===== src/gptc_pkg.sv =====
package gptc_pkg;

	// Default largest image side; the bitmap holds MAX_SIDE x MAX_SIDE cells.
	localparam int MAX_SIDE_DEF = 32;

	// Widths fixed by the register map and the result word.
	localparam int CFG_W = 6;
	localparam int LEN_W = 11;

	// Value of both dimension registers after reset.
	localparam logic [CFG_W-1:0] DIM_RESET = 6'd5;

	// Register indexes on the configuration port.
	localparam logic CFG_ROWS = 1'b0;
	localparam logic CFG_COLS = 1'b1;

	// Neighbor probe order; the walk prefers the first open neighbor in this order.
	localparam logic [1:0] DIR_UP    = 2'd0;
	localparam logic [1:0] DIR_LEFT  = 2'd1;
	localparam logic [1:0] DIR_DOWN  = 2'd2;
	localparam logic [1:0] DIR_RIGHT = 2'd3;

endpackage


===== src/gptc_ram.sv =====
module gptc_ram #(
	parameter int WIDTH = 1,
	parameter int DEPTH = 1024
) (
	input  logic                     clk,
	input  logic                     we,
	input  logic [$clog2(DEPTH)-1:0] wr_addr,
	input  logic [WIDTH-1:0]         wr_data,
	input  logic [$clog2(DEPTH)-1:0] rd_addr,
	output logic [WIDTH-1:0]         rd_data
);

	logic [WIDTH-1:0] mem [DEPTH];

	always_ff @(posedge clk) begin
		if (we) begin
			mem[wr_addr] <= wr_data;
		end
		rd_data <= mem[rd_addr];
	end

endmodule


===== src/grid_path_trace_check_core.sv =====
// Path trace checker. Pixels arrive one word per cycle in raster order on start; a word is taken
// at every clock edge where start is high and busy is low, so an image streams in at one pixel
// per cycle. The word with last_pixel set starts a trace of the branch-free conductive path from
// the top-left corner; busy stays high until the verdict is out. The trace shares one read port
// of the bitmap memory and one coordinate increment-or-decrement unit between all four neighbor
// probes: the start cell is read, then checked; each step of the walk probes the neighbors in
// order (an out-of-range one skips the memory read, an in-range one is read from the memory),
// then decides and checks; at most two neighbors of a cell are out of range. The verdict word
// (path_good, path_length) is shown for exactly one cycle with done high, in the same cycle
// that busy falls; it cannot be held off, so the receiver must take it then. A new pixel may be
// offered in that same cycle. The image dimensions are written through cfg_we, cfg_index and
// cfg_wdata while the block is idle, a rule on the user that the block does not enforce; values
// below 2 act as 2 and values above MAX_SIDE act as MAX_SIDE. There is no memory clear after
// reset: every cell that a trace reads must have been loaded first.
module grid_path_trace_check_core #(
	parameter int MAX_SIDE = gptc_pkg::MAX_SIDE_DEF
) (
	input  logic                       clk,
	input  logic                       arst_n,
	input  logic                       start,
	output logic                       busy,
	input  logic                       pixel_bit,
	input  logic                       last_pixel,
	input  logic                       cfg_we,
	input  logic                       cfg_index,
	input  logic [gptc_pkg::CFG_W-1:0] cfg_wdata,
	output logic                       done,
	output logic                       path_good,
	output logic [gptc_pkg::LEN_W-1:0] path_length
);

	localparam int CFG_W   = gptc_pkg::CFG_W;
	localparam int LEN_W   = gptc_pkg::LEN_W;
	localparam int CFG_MAX = (1 << CFG_W) - 1;
	// Coordinate width and the largest dimension the registers can actually select.
	localparam int CW      = (MAX_SIDE > 1) ? $clog2(MAX_SIDE) : 1;
	localparam int DIM_MAX = (MAX_SIDE < CFG_MAX) ? MAX_SIDE : CFG_MAX;
	localparam int DW      = $clog2(DIM_MAX + 1);
	localparam int XW      = CW + 1;
	localparam int SW      = $clog2(DIM_MAX * DIM_MAX + 1);
	localparam int AW      = 2 * CW;
	localparam int DEPTH   = 1 << AW;

	localparam logic [2:0] S_IDLE       = 3'd0;
	localparam logic [2:0] S_ORIGIN     = 3'd1;
	localparam logic [2:0] S_ORIGIN_CHK = 3'd2;
	localparam logic [2:0] S_PROBE      = 3'd3;
	localparam logic [2:0] S_WAIT       = 3'd4;
	localparam logic [2:0] S_DECIDE     = 3'd5;
	localparam logic [2:0] S_CHECK      = 3'd6;

	logic [2:0]       state_q;
	logic [CFG_W-1:0] image_rows_q, image_cols_q;
	logic [DW-1:0]    rows_c, cols_c;
	logic [CW-1:0]    load_row_q, load_col_q;
	logic [CW-1:0]    cur_row_q, cur_col_q, prev_row_q, prev_col_q;
	logic [CW-1:0]    nxt_row_q, nxt_col_q;
	logic [SW-1:0]    step_q, limit_q;
	logic [1:0]       dir_q;
	logic [3:0]       ok_q;
	logic             found_q, first_q;
	logic             done_q, path_good_q;
	logic [LEN_W-1:0] path_length_q;

	logic             accept;
	logic             col_wrap;
	logic [XW-1:0]    load_row_n;
	logic [AW-1:0]    rd_addr;
	logic             rd_data;

	logic             vert, dec;
	logic [CW-1:0]    opnd, nb_sum, nb_row, nb_col;
	logic             nb_inb, nb_back;
	logic [2:0]       open_cnt, need_cnt;
	logic             at_corner;
	logic             fin, fin_good;

	// Registers below 2 or above the largest side are pulled into range.
	always_comb begin
		if (image_rows_q < CFG_W'(2)) begin
			rows_c = DW'(2);
		end else if (image_rows_q > CFG_W'(DIM_MAX)) begin
			rows_c = DW'(DIM_MAX);
		end else begin
			rows_c = DW'(image_rows_q);
		end
		if (image_cols_q < CFG_W'(2)) begin
			cols_c = DW'(2);
		end else if (image_cols_q > CFG_W'(DIM_MAX)) begin
			cols_c = DW'(DIM_MAX);
		end else begin
			cols_c = DW'(image_cols_q);
		end
	end

	assign busy   = (state_q != S_IDLE);
	assign accept = start && !busy;

	// Raster load position: the column wraps at the image width, the row at the image height.
	// The row check runs on every pixel so that a shrunken height also pulls the row back.
	assign col_wrap   = (XW'(load_col_q) + XW'(1)) >= XW'(cols_c);
	assign load_row_n = col_wrap ? XW'(load_row_q) + XW'(1) : XW'(load_row_q);

	// Shared neighbor unit: one increment or decrement of the current row or column,
	// selected by the probe direction.
	assign vert   = (dir_q == gptc_pkg::DIR_UP) || (dir_q == gptc_pkg::DIR_DOWN);
	assign dec    = (dir_q == gptc_pkg::DIR_UP) || (dir_q == gptc_pkg::DIR_LEFT);
	assign opnd   = vert ? cur_row_q : cur_col_q;
	assign nb_sum = dec ? opnd - CW'(1) : opnd + CW'(1);
	assign nb_row = vert ? nb_sum : cur_row_q;
	assign nb_col = vert ? cur_col_q : nb_sum;

	always_comb begin
		unique case (dir_q)
			gptc_pkg::DIR_UP:    nb_inb = (cur_row_q != '0);
			gptc_pkg::DIR_LEFT:  nb_inb = (cur_col_q != '0);
			gptc_pkg::DIR_DOWN:  nb_inb = (XW'(cur_row_q) + XW'(1)) < XW'(rows_c);
			gptc_pkg::DIR_RIGHT: nb_inb = (XW'(cur_col_q) + XW'(1)) < XW'(cols_c);
			default:             nb_inb = 1'b0;
		endcase
	end

	assign nb_back = (nb_row == prev_row_q) && (nb_col == prev_col_q);

	// The start cell needs exactly one open neighbor, every later cell exactly two.
	assign open_cnt  = 3'($countones(ok_q));
	assign need_cnt  = first_q ? 3'd1 : 3'd2;
	assign at_corner = (XW'(cur_row_q) == XW'(rows_c) - XW'(1)) &&
	                   (XW'(cur_col_q) == XW'(cols_c) - XW'(1));

	always_comb begin
		fin      = 1'b0;
		fin_good = 1'b0;
		unique case (state_q)
			S_ORIGIN_CHK: fin = !rd_data;
			S_DECIDE:     fin = (open_cnt != need_cnt);
			S_CHECK: begin
				fin      = at_corner || (step_q >= limit_q);
				fin_good = at_corner;
			end
			default: fin = 1'b0;
		endcase
	end

	// The origin read uses address zero; every other read is the probed neighbor.
	assign rd_addr = (state_q == S_ORIGIN) ? '0 : {nb_row, nb_col};

	gptc_ram #(
		.WIDTH(1),
		.DEPTH(DEPTH)
	) u_bitmap (
		.clk    (clk),
		.we     (accept),
		.wr_addr({load_row_q, load_col_q}),
		.wr_data(pixel_bit),
		.rd_addr(rd_addr),
		.rd_data(rd_data)
	);

	always_ff @(posedge clk or negedge arst_n) begin
		if (!arst_n) begin
			image_rows_q <= gptc_pkg::DIM_RESET;
			image_cols_q <= gptc_pkg::DIM_RESET;
		end else if (cfg_we) begin
			unique case (cfg_index)
				gptc_pkg::CFG_ROWS: image_rows_q <= cfg_wdata;
				gptc_pkg::CFG_COLS: image_cols_q <= cfg_wdata;
				default:            image_rows_q <= image_rows_q;
			endcase
		end
	end

	always_ff @(posedge clk or negedge arst_n) begin
		if (!arst_n) begin
			state_q    <= S_IDLE;
			load_row_q <= '0;
			load_col_q <= '0;
			cur_row_q  <= '0;
			cur_col_q  <= '0;
			prev_row_q <= '0;
			prev_col_q <= '0;
			step_q     <= '0;
			limit_q    <= '0;
			dir_q      <= gptc_pkg::DIR_UP;
			ok_q       <= '0;
			found_q    <= 1'b0;
			first_q    <= 1'b0;
			done_q     <= 1'b0;
		end else begin
			done_q <= fin;
			if (fin) begin
				state_q <= S_IDLE;
			end else begin
				unique case (state_q)
					S_IDLE: begin
						if (accept) begin
							if (last_pixel) begin
								load_row_q <= '0;
								load_col_q <= '0;
								cur_row_q  <= '0;
								cur_col_q  <= '0;
								prev_row_q <= '0;
								prev_col_q <= '0;
								step_q     <= '0;
								limit_q    <= SW'(rows_c) * SW'(cols_c);
								state_q    <= S_ORIGIN;
							end else begin
								load_col_q <= col_wrap ? '0 : load_col_q + CW'(1);
								load_row_q <= (load_row_n >= XW'(rows_c)) ? '0 : CW'(load_row_n);
							end
						end
					end
					S_ORIGIN: state_q <= S_ORIGIN_CHK;
					S_ORIGIN_CHK: begin
						dir_q   <= gptc_pkg::DIR_UP;
						ok_q    <= '0;
						found_q <= 1'b0;
						first_q <= 1'b1;
						state_q <= S_PROBE;
					end
					S_PROBE: begin
						if (nb_inb) begin
							state_q <= S_WAIT;
						end else begin
							ok_q[dir_q] <= 1'b0;
							if (dir_q == gptc_pkg::DIR_RIGHT) begin
								state_q <= S_DECIDE;
							end else begin
								dir_q <= dir_q + 2'd1;
							end
						end
					end
					S_WAIT: begin
						ok_q[dir_q] <= rd_data;
						if (rd_data && !nb_back) begin
							found_q <= 1'b1;
						end
						if (dir_q == gptc_pkg::DIR_RIGHT) begin
							state_q <= S_DECIDE;
						end else begin
							dir_q   <= dir_q + 2'd1;
							state_q <= S_PROBE;
						end
					end
					S_DECIDE: begin
						prev_row_q <= cur_row_q;
						prev_col_q <= cur_col_q;
						if (found_q) begin
							cur_row_q <= nxt_row_q;
							cur_col_q <= nxt_col_q;
						end
						step_q  <= step_q + SW'(1);
						first_q <= 1'b0;
						state_q <= S_CHECK;
					end
					S_CHECK: begin
						dir_q   <= gptc_pkg::DIR_UP;
						ok_q    <= '0;
						found_q <= 1'b0;
						state_q <= S_PROBE;
					end
					default: state_q <= S_IDLE;
				endcase
			end
		end
	end

	// The first open neighbor in probe order that is not the cell we came from is the next cell.
	always_ff @(posedge clk) begin
		if (state_q == S_WAIT && rd_data && !nb_back && !found_q) begin
			nxt_row_q <= nb_row;
			nxt_col_q <= nb_col;
		end
		if (fin) begin
			path_good_q   <= fin_good;
			path_length_q <= LEN_W'(step_q);
		end
	end

	assign done        = done_q;
	assign path_good   = path_good_q;
	assign path_length = path_length_q;

`ifndef ASSERT_OFF
	a_done_idle: assert property (@(posedge clk) disable iff (!arst_n)
		done |-> (state_q == S_IDLE))
		else $error("verdict strobe while a trace is still running");

	a_trace_start: assert property (@(posedge clk) disable iff (!arst_n)
		(start && !busy && last_pixel) |=> busy)
		else $error("last pixel did not start a trace");

	a_strobe_single: assert property (@(posedge clk) disable iff (!arst_n)
		done |=> !done)
		else $error("verdict strobe longer than one cycle");

	a_probe_limit: assert property (@(posedge clk) disable iff (!arst_n)
		(state_q == S_PROBE) |-> (step_q < limit_q))
		else $error("walk probed past the step limit");
`endif

endmodule

===== config.mk =====
export PLATFORM = sky130hd
export DESIGN_NAME = grid_path_trace_check_core
export DESIGN_NICKNAME = d
export VERILOG_FILES = /design/src/gptc_pkg.sv /design/src/gptc_ram.sv /design/src/grid_path_trace_check_core.sv
export SDC_FILE = /design/constraint.sdc
export NUM_CORES = 2
export LEC_CHECK = 0
export ABC_AREA = 1
export ABC_CLOCK_PERIOD_IN_PS = 3560
export BUFFER_PORTS_ARGS = -buffer_cell sky130_fd_sc_hd__buf_2
export CELL_PAD_IN_SITES_DETAIL_PLACEMENT = 2
export CELL_PAD_IN_SITES_GLOBAL_PLACEMENT = 2
export CORE_MARGIN = 2
export CORE_UTILIZATION = 37
export DETAILED_ROUTE_END_ITERATION = 8
export PLACE_DENSITY_LB_ADDON = 0.1
export SYNTH_ARGS = -nofsm -noshare
export SYNTH_HDL_FRONTEND = slang
export SYNTH_SLANG_ARGS = --single-unit

===== constraint.sdc =====
create_clock -name clk -period 3.56 [get_ports clk]
set_input_delay 0.356 -clock clk [delete_from_list [all_inputs] [get_ports clk]]
set_output_delay 0.356 -clock clk [all_outputs]
set_load 0.05 [all_outputs]

==> impl_metrics.yaml <==
status:
  outcome: "finished, violations left"
  violations: "negative setup slack"
cts:
  cts.sinks: 1123
  clk_latency_ps: 790
  cts.path.max_buffers: 3
  cts.clk_slew.worst_paths_ps: 60
  cts_tree: "done"
  htreeDepth: 4
  numCtsBuffers: 137
  clockRootBuffer: "clkbuf_16"
synthesis:
  synth_edf_count: 1046
  syn_area_um2: 55900
  synthCells: 6239
  ys_ff_latch: 1123
  synthArstFlopShare_pct: 6.77
  synth_nets: 6348
  yosysWarnings: 0
  synth_cell_types: 49
  syn-mean-instance-area_um2: 8.96
  yosysSeqAreaShare_pct: 59.6
  synthFlopType: "edfxtp_1"
detailed_routing:
  first_iter_violations: 3394
  antenna_left: 0
  via_per_inst: 5.35
  vias: 46246
  wl_um: 225000
  first_pass_iters: 5
  drc: 0
  wl_per_cell_um: 26.0
cells_and_area:
  stdcell_area_um2: 68000
  layout-drive-gt1-share_pct: 15.1
  area_growth_pct: 21.6
  fin_cells: 8641
  finish.net_count: 6628
placed_design:
  numPortBuffers: 26
  dp_hpwl_um: 129000
  dpl_worst_slack_ps: -645
  place_area_um2: 61300
  place_inst: 8285
  gp_congestion: 0.800
sta:
  max_freq_mhz: 250
  setup_viol: 20
  finalHoldViolations: 0
  setup_ws_ps: -446
  hold_slack_ps: 44.4
  tns_ps: -3170
  rsz0062_at_grt: "yes"
  worst_pin_slew_ps: 1150
  final_max_slew_viol_count: 0
  final.min_clock_period_ps: 4010
  fin_skew_ps: 24.6
  relSlewSlack_pct: 23.1
  fin_crit_sh_pct: 113
worst_hold_path:
  min-delay-path-class: "input port to flop"
  hp-start: "pixel_bit"
  hold_path_depth: 1
  whs_endpoint: "u_bitmap.mem[657]"
floorplan:
  fp.dieH_um: 393
  num_rows: 142
  initial_core_util_pct: 37.3
  core_area_um2: 150000
  die_w_um: 393
  ios: 27
  die-area_um2: 154000
global_route:
  antenna_found_initial: 7
  grt_pass1_vias: 50011
  grt_pass1_wl_um: 324000
  grt_max_degree: 130
  gr-total-overflow: 0
  track_usage_pct: 28.4
pwr:
  ir_drop_mv: 0.554
  cellLeakagePower_nw: 27.2
  pwr_density_cell_nw_per_um2: 967
setup_path:
  start_kind: "flop"
  crit_type: "flop to flop"
  cp.required_ps: 4200
  r2r_end: "limit_q[10]"
  worstSetupEndpointType: "flop"
  reg2reg_from: "image_rows_q[1]"
  cp_max_fo: 3
  reg2reg_slack_ps: -450
  r2r_cells: 20
  crit_arrival_ps: 4650
run:
  drv_cap: 0
==> flip-flops by register name, indices dropped and copies added (netlist names), 2 cells and up <==
register	count
u_bitmap.mem	1024
cur_row_q	5
nxt_col_q	5
prev_row_q	5
load_row_q	5
path_length	11
cur_col_q	5
state_q	3
dir_q	2
nxt_row_q	5
image_rows_q	6
image_cols_q	6
step_q	11
prev_col_q	5
load_col_q	5
limit_q	11
ok_q	4
==> per-stage QoR <==
step                utilization [%]  power, mW
global route                   45.3       69.2
floorplan                         -       31.6
finish                         45.3       65.8
detailed placement             40.9       47.3
CTS                            44.1       61.8
global placement               40.9       46.4
==> where the power goes <==
| part | switching (mW) | internal [mW] | total [mW] |
|---|---|---|---|
| logic | 23.8 | 13.4 | 37.2 |
| clock network | 5.93 | 7.65 | 13.6 |
| registers | 0.247 | 14.8 | 15.0 |
==> metal layers <==
metal  part of all wire, %  wire, um  track usage (%)
met1                    43     96300             37.4
met2                    49    110000             48.5
met3                   4.8     10800             3.43
met4                   3.6      8110             9.30
met5                 0.047       105                0
==> Yosys cell counts (all sizes together), types with 7 or more instances <==
cell type | n | area [um2]
xor2 | 34 | 298
nand4 | 37 | 231
inv | 720 | 2700
dfrtp | 72 | 1800
buf | 205 | 1080
clkbuf | 234 | 878
edfxtp | 1046 | 31400
or2 | 7 | 43.8
a21oi | 32 | 168
fa | 18 | 360
nand2 | 1593 | 6000
o21ai | 135 | 679
nand3 | 546 | 2750
xnor2 | 16 | 140
o211ai | 161 | 1210
ha | 78 | 976
nor2 | 1235 | 4650
nor3 | 29 | 145
==> logic make-up after synthesis <==
group                      count (synthesis)  share of synthesized area, %
AOI/OAI and AO/OA                        356                          4.05
xor gates and xnor gates                  50                         0.783
and+or+nand+nor                         3453                          24.8
adders and majority gates                 96                          2.39
buffers and inverters                   1161                          8.35
DFF                                     1123                          59.6
==> cells in the final DEF (no fill, tap or decap), drive strengths merged, types with 2 or more instances in the layout <==
cell type,count
nor2,1235
o21ai,135
o22ai,6
or2,7
ha,78
a211oi,3
inv,732
a31oi,2
o21bai,2
a21oi,32
nor4,4
o2111ai,3
xnor2,16
o31ai,4
o211ai,161
nand4,37
bufinv,6
buf,558
edfxtp,1046
xor2,34
dfrtp,72
nand2,1594
clkbuf,185
dlygate4sd3,7
nor3,29
dfstp,4
clkinv,56
nand3,546
fa,18
o21a,5
==> critical path, cell delays in order, from the launching register on <==
cell and delay, ps:
dfrtp_1 390, nor2_2 150, nand3_2 110, o21ai_4 180
nand2_2 80, nand2_4 110, nand2_2 70, fa_1 480
fa_1 560, inv_2 50, fa_1 500, ha_4 330
nand3_1 100, nand2_2 90, a21oi_2 50, o21bai_1 190
nand2_1 80, nand2_1 90, a21oi_2 60, xnor2_1 140
o21ai_1 70
==> final cells by class <==
cell class / instances / area, um2
Tap cell: 2016 / 2520
Clock inverter: 73 / 606
Timing Repair Buffer: 579 / 6050
Antenna cell: 1 / 2.50
Clock buffer: 171 / 3610
Sequential cell: 1123 / 33300
Fill cell: 16158 / 82000
Inverter: 722 / 2720
Multi-Input combinational cell: 3956 / 19200
==> how the worst max path moves through the flow <==
stage                    startpoint          endpoint  slack, ps
detailed placement         dir_q[1]  u_bitmap.rd_data       -650
finish              image_rows_q[1]       limit_q[10]       -450
global placement           dir_q[1]  u_bitmap.rd_data       -490
floorplan           image_cols_q[2]       limit_q[10]       -150
global route        image_rows_q[1]       limit_q[10]       -700
CTS                 image_rows_q[1]       limit_q[10]       -460
==> what timing repair did <==
item,in CTS,in global routing
endpoints found under the hold margin,84,0
endpoints found under the setup margin,36,61
gates resized for setup,76,200
gates cloned,2,16
setup buffers,31,57
pin swaps,49,88
hold buffers,7,0
Note: power is estimated with default switching activity, not from simulation.
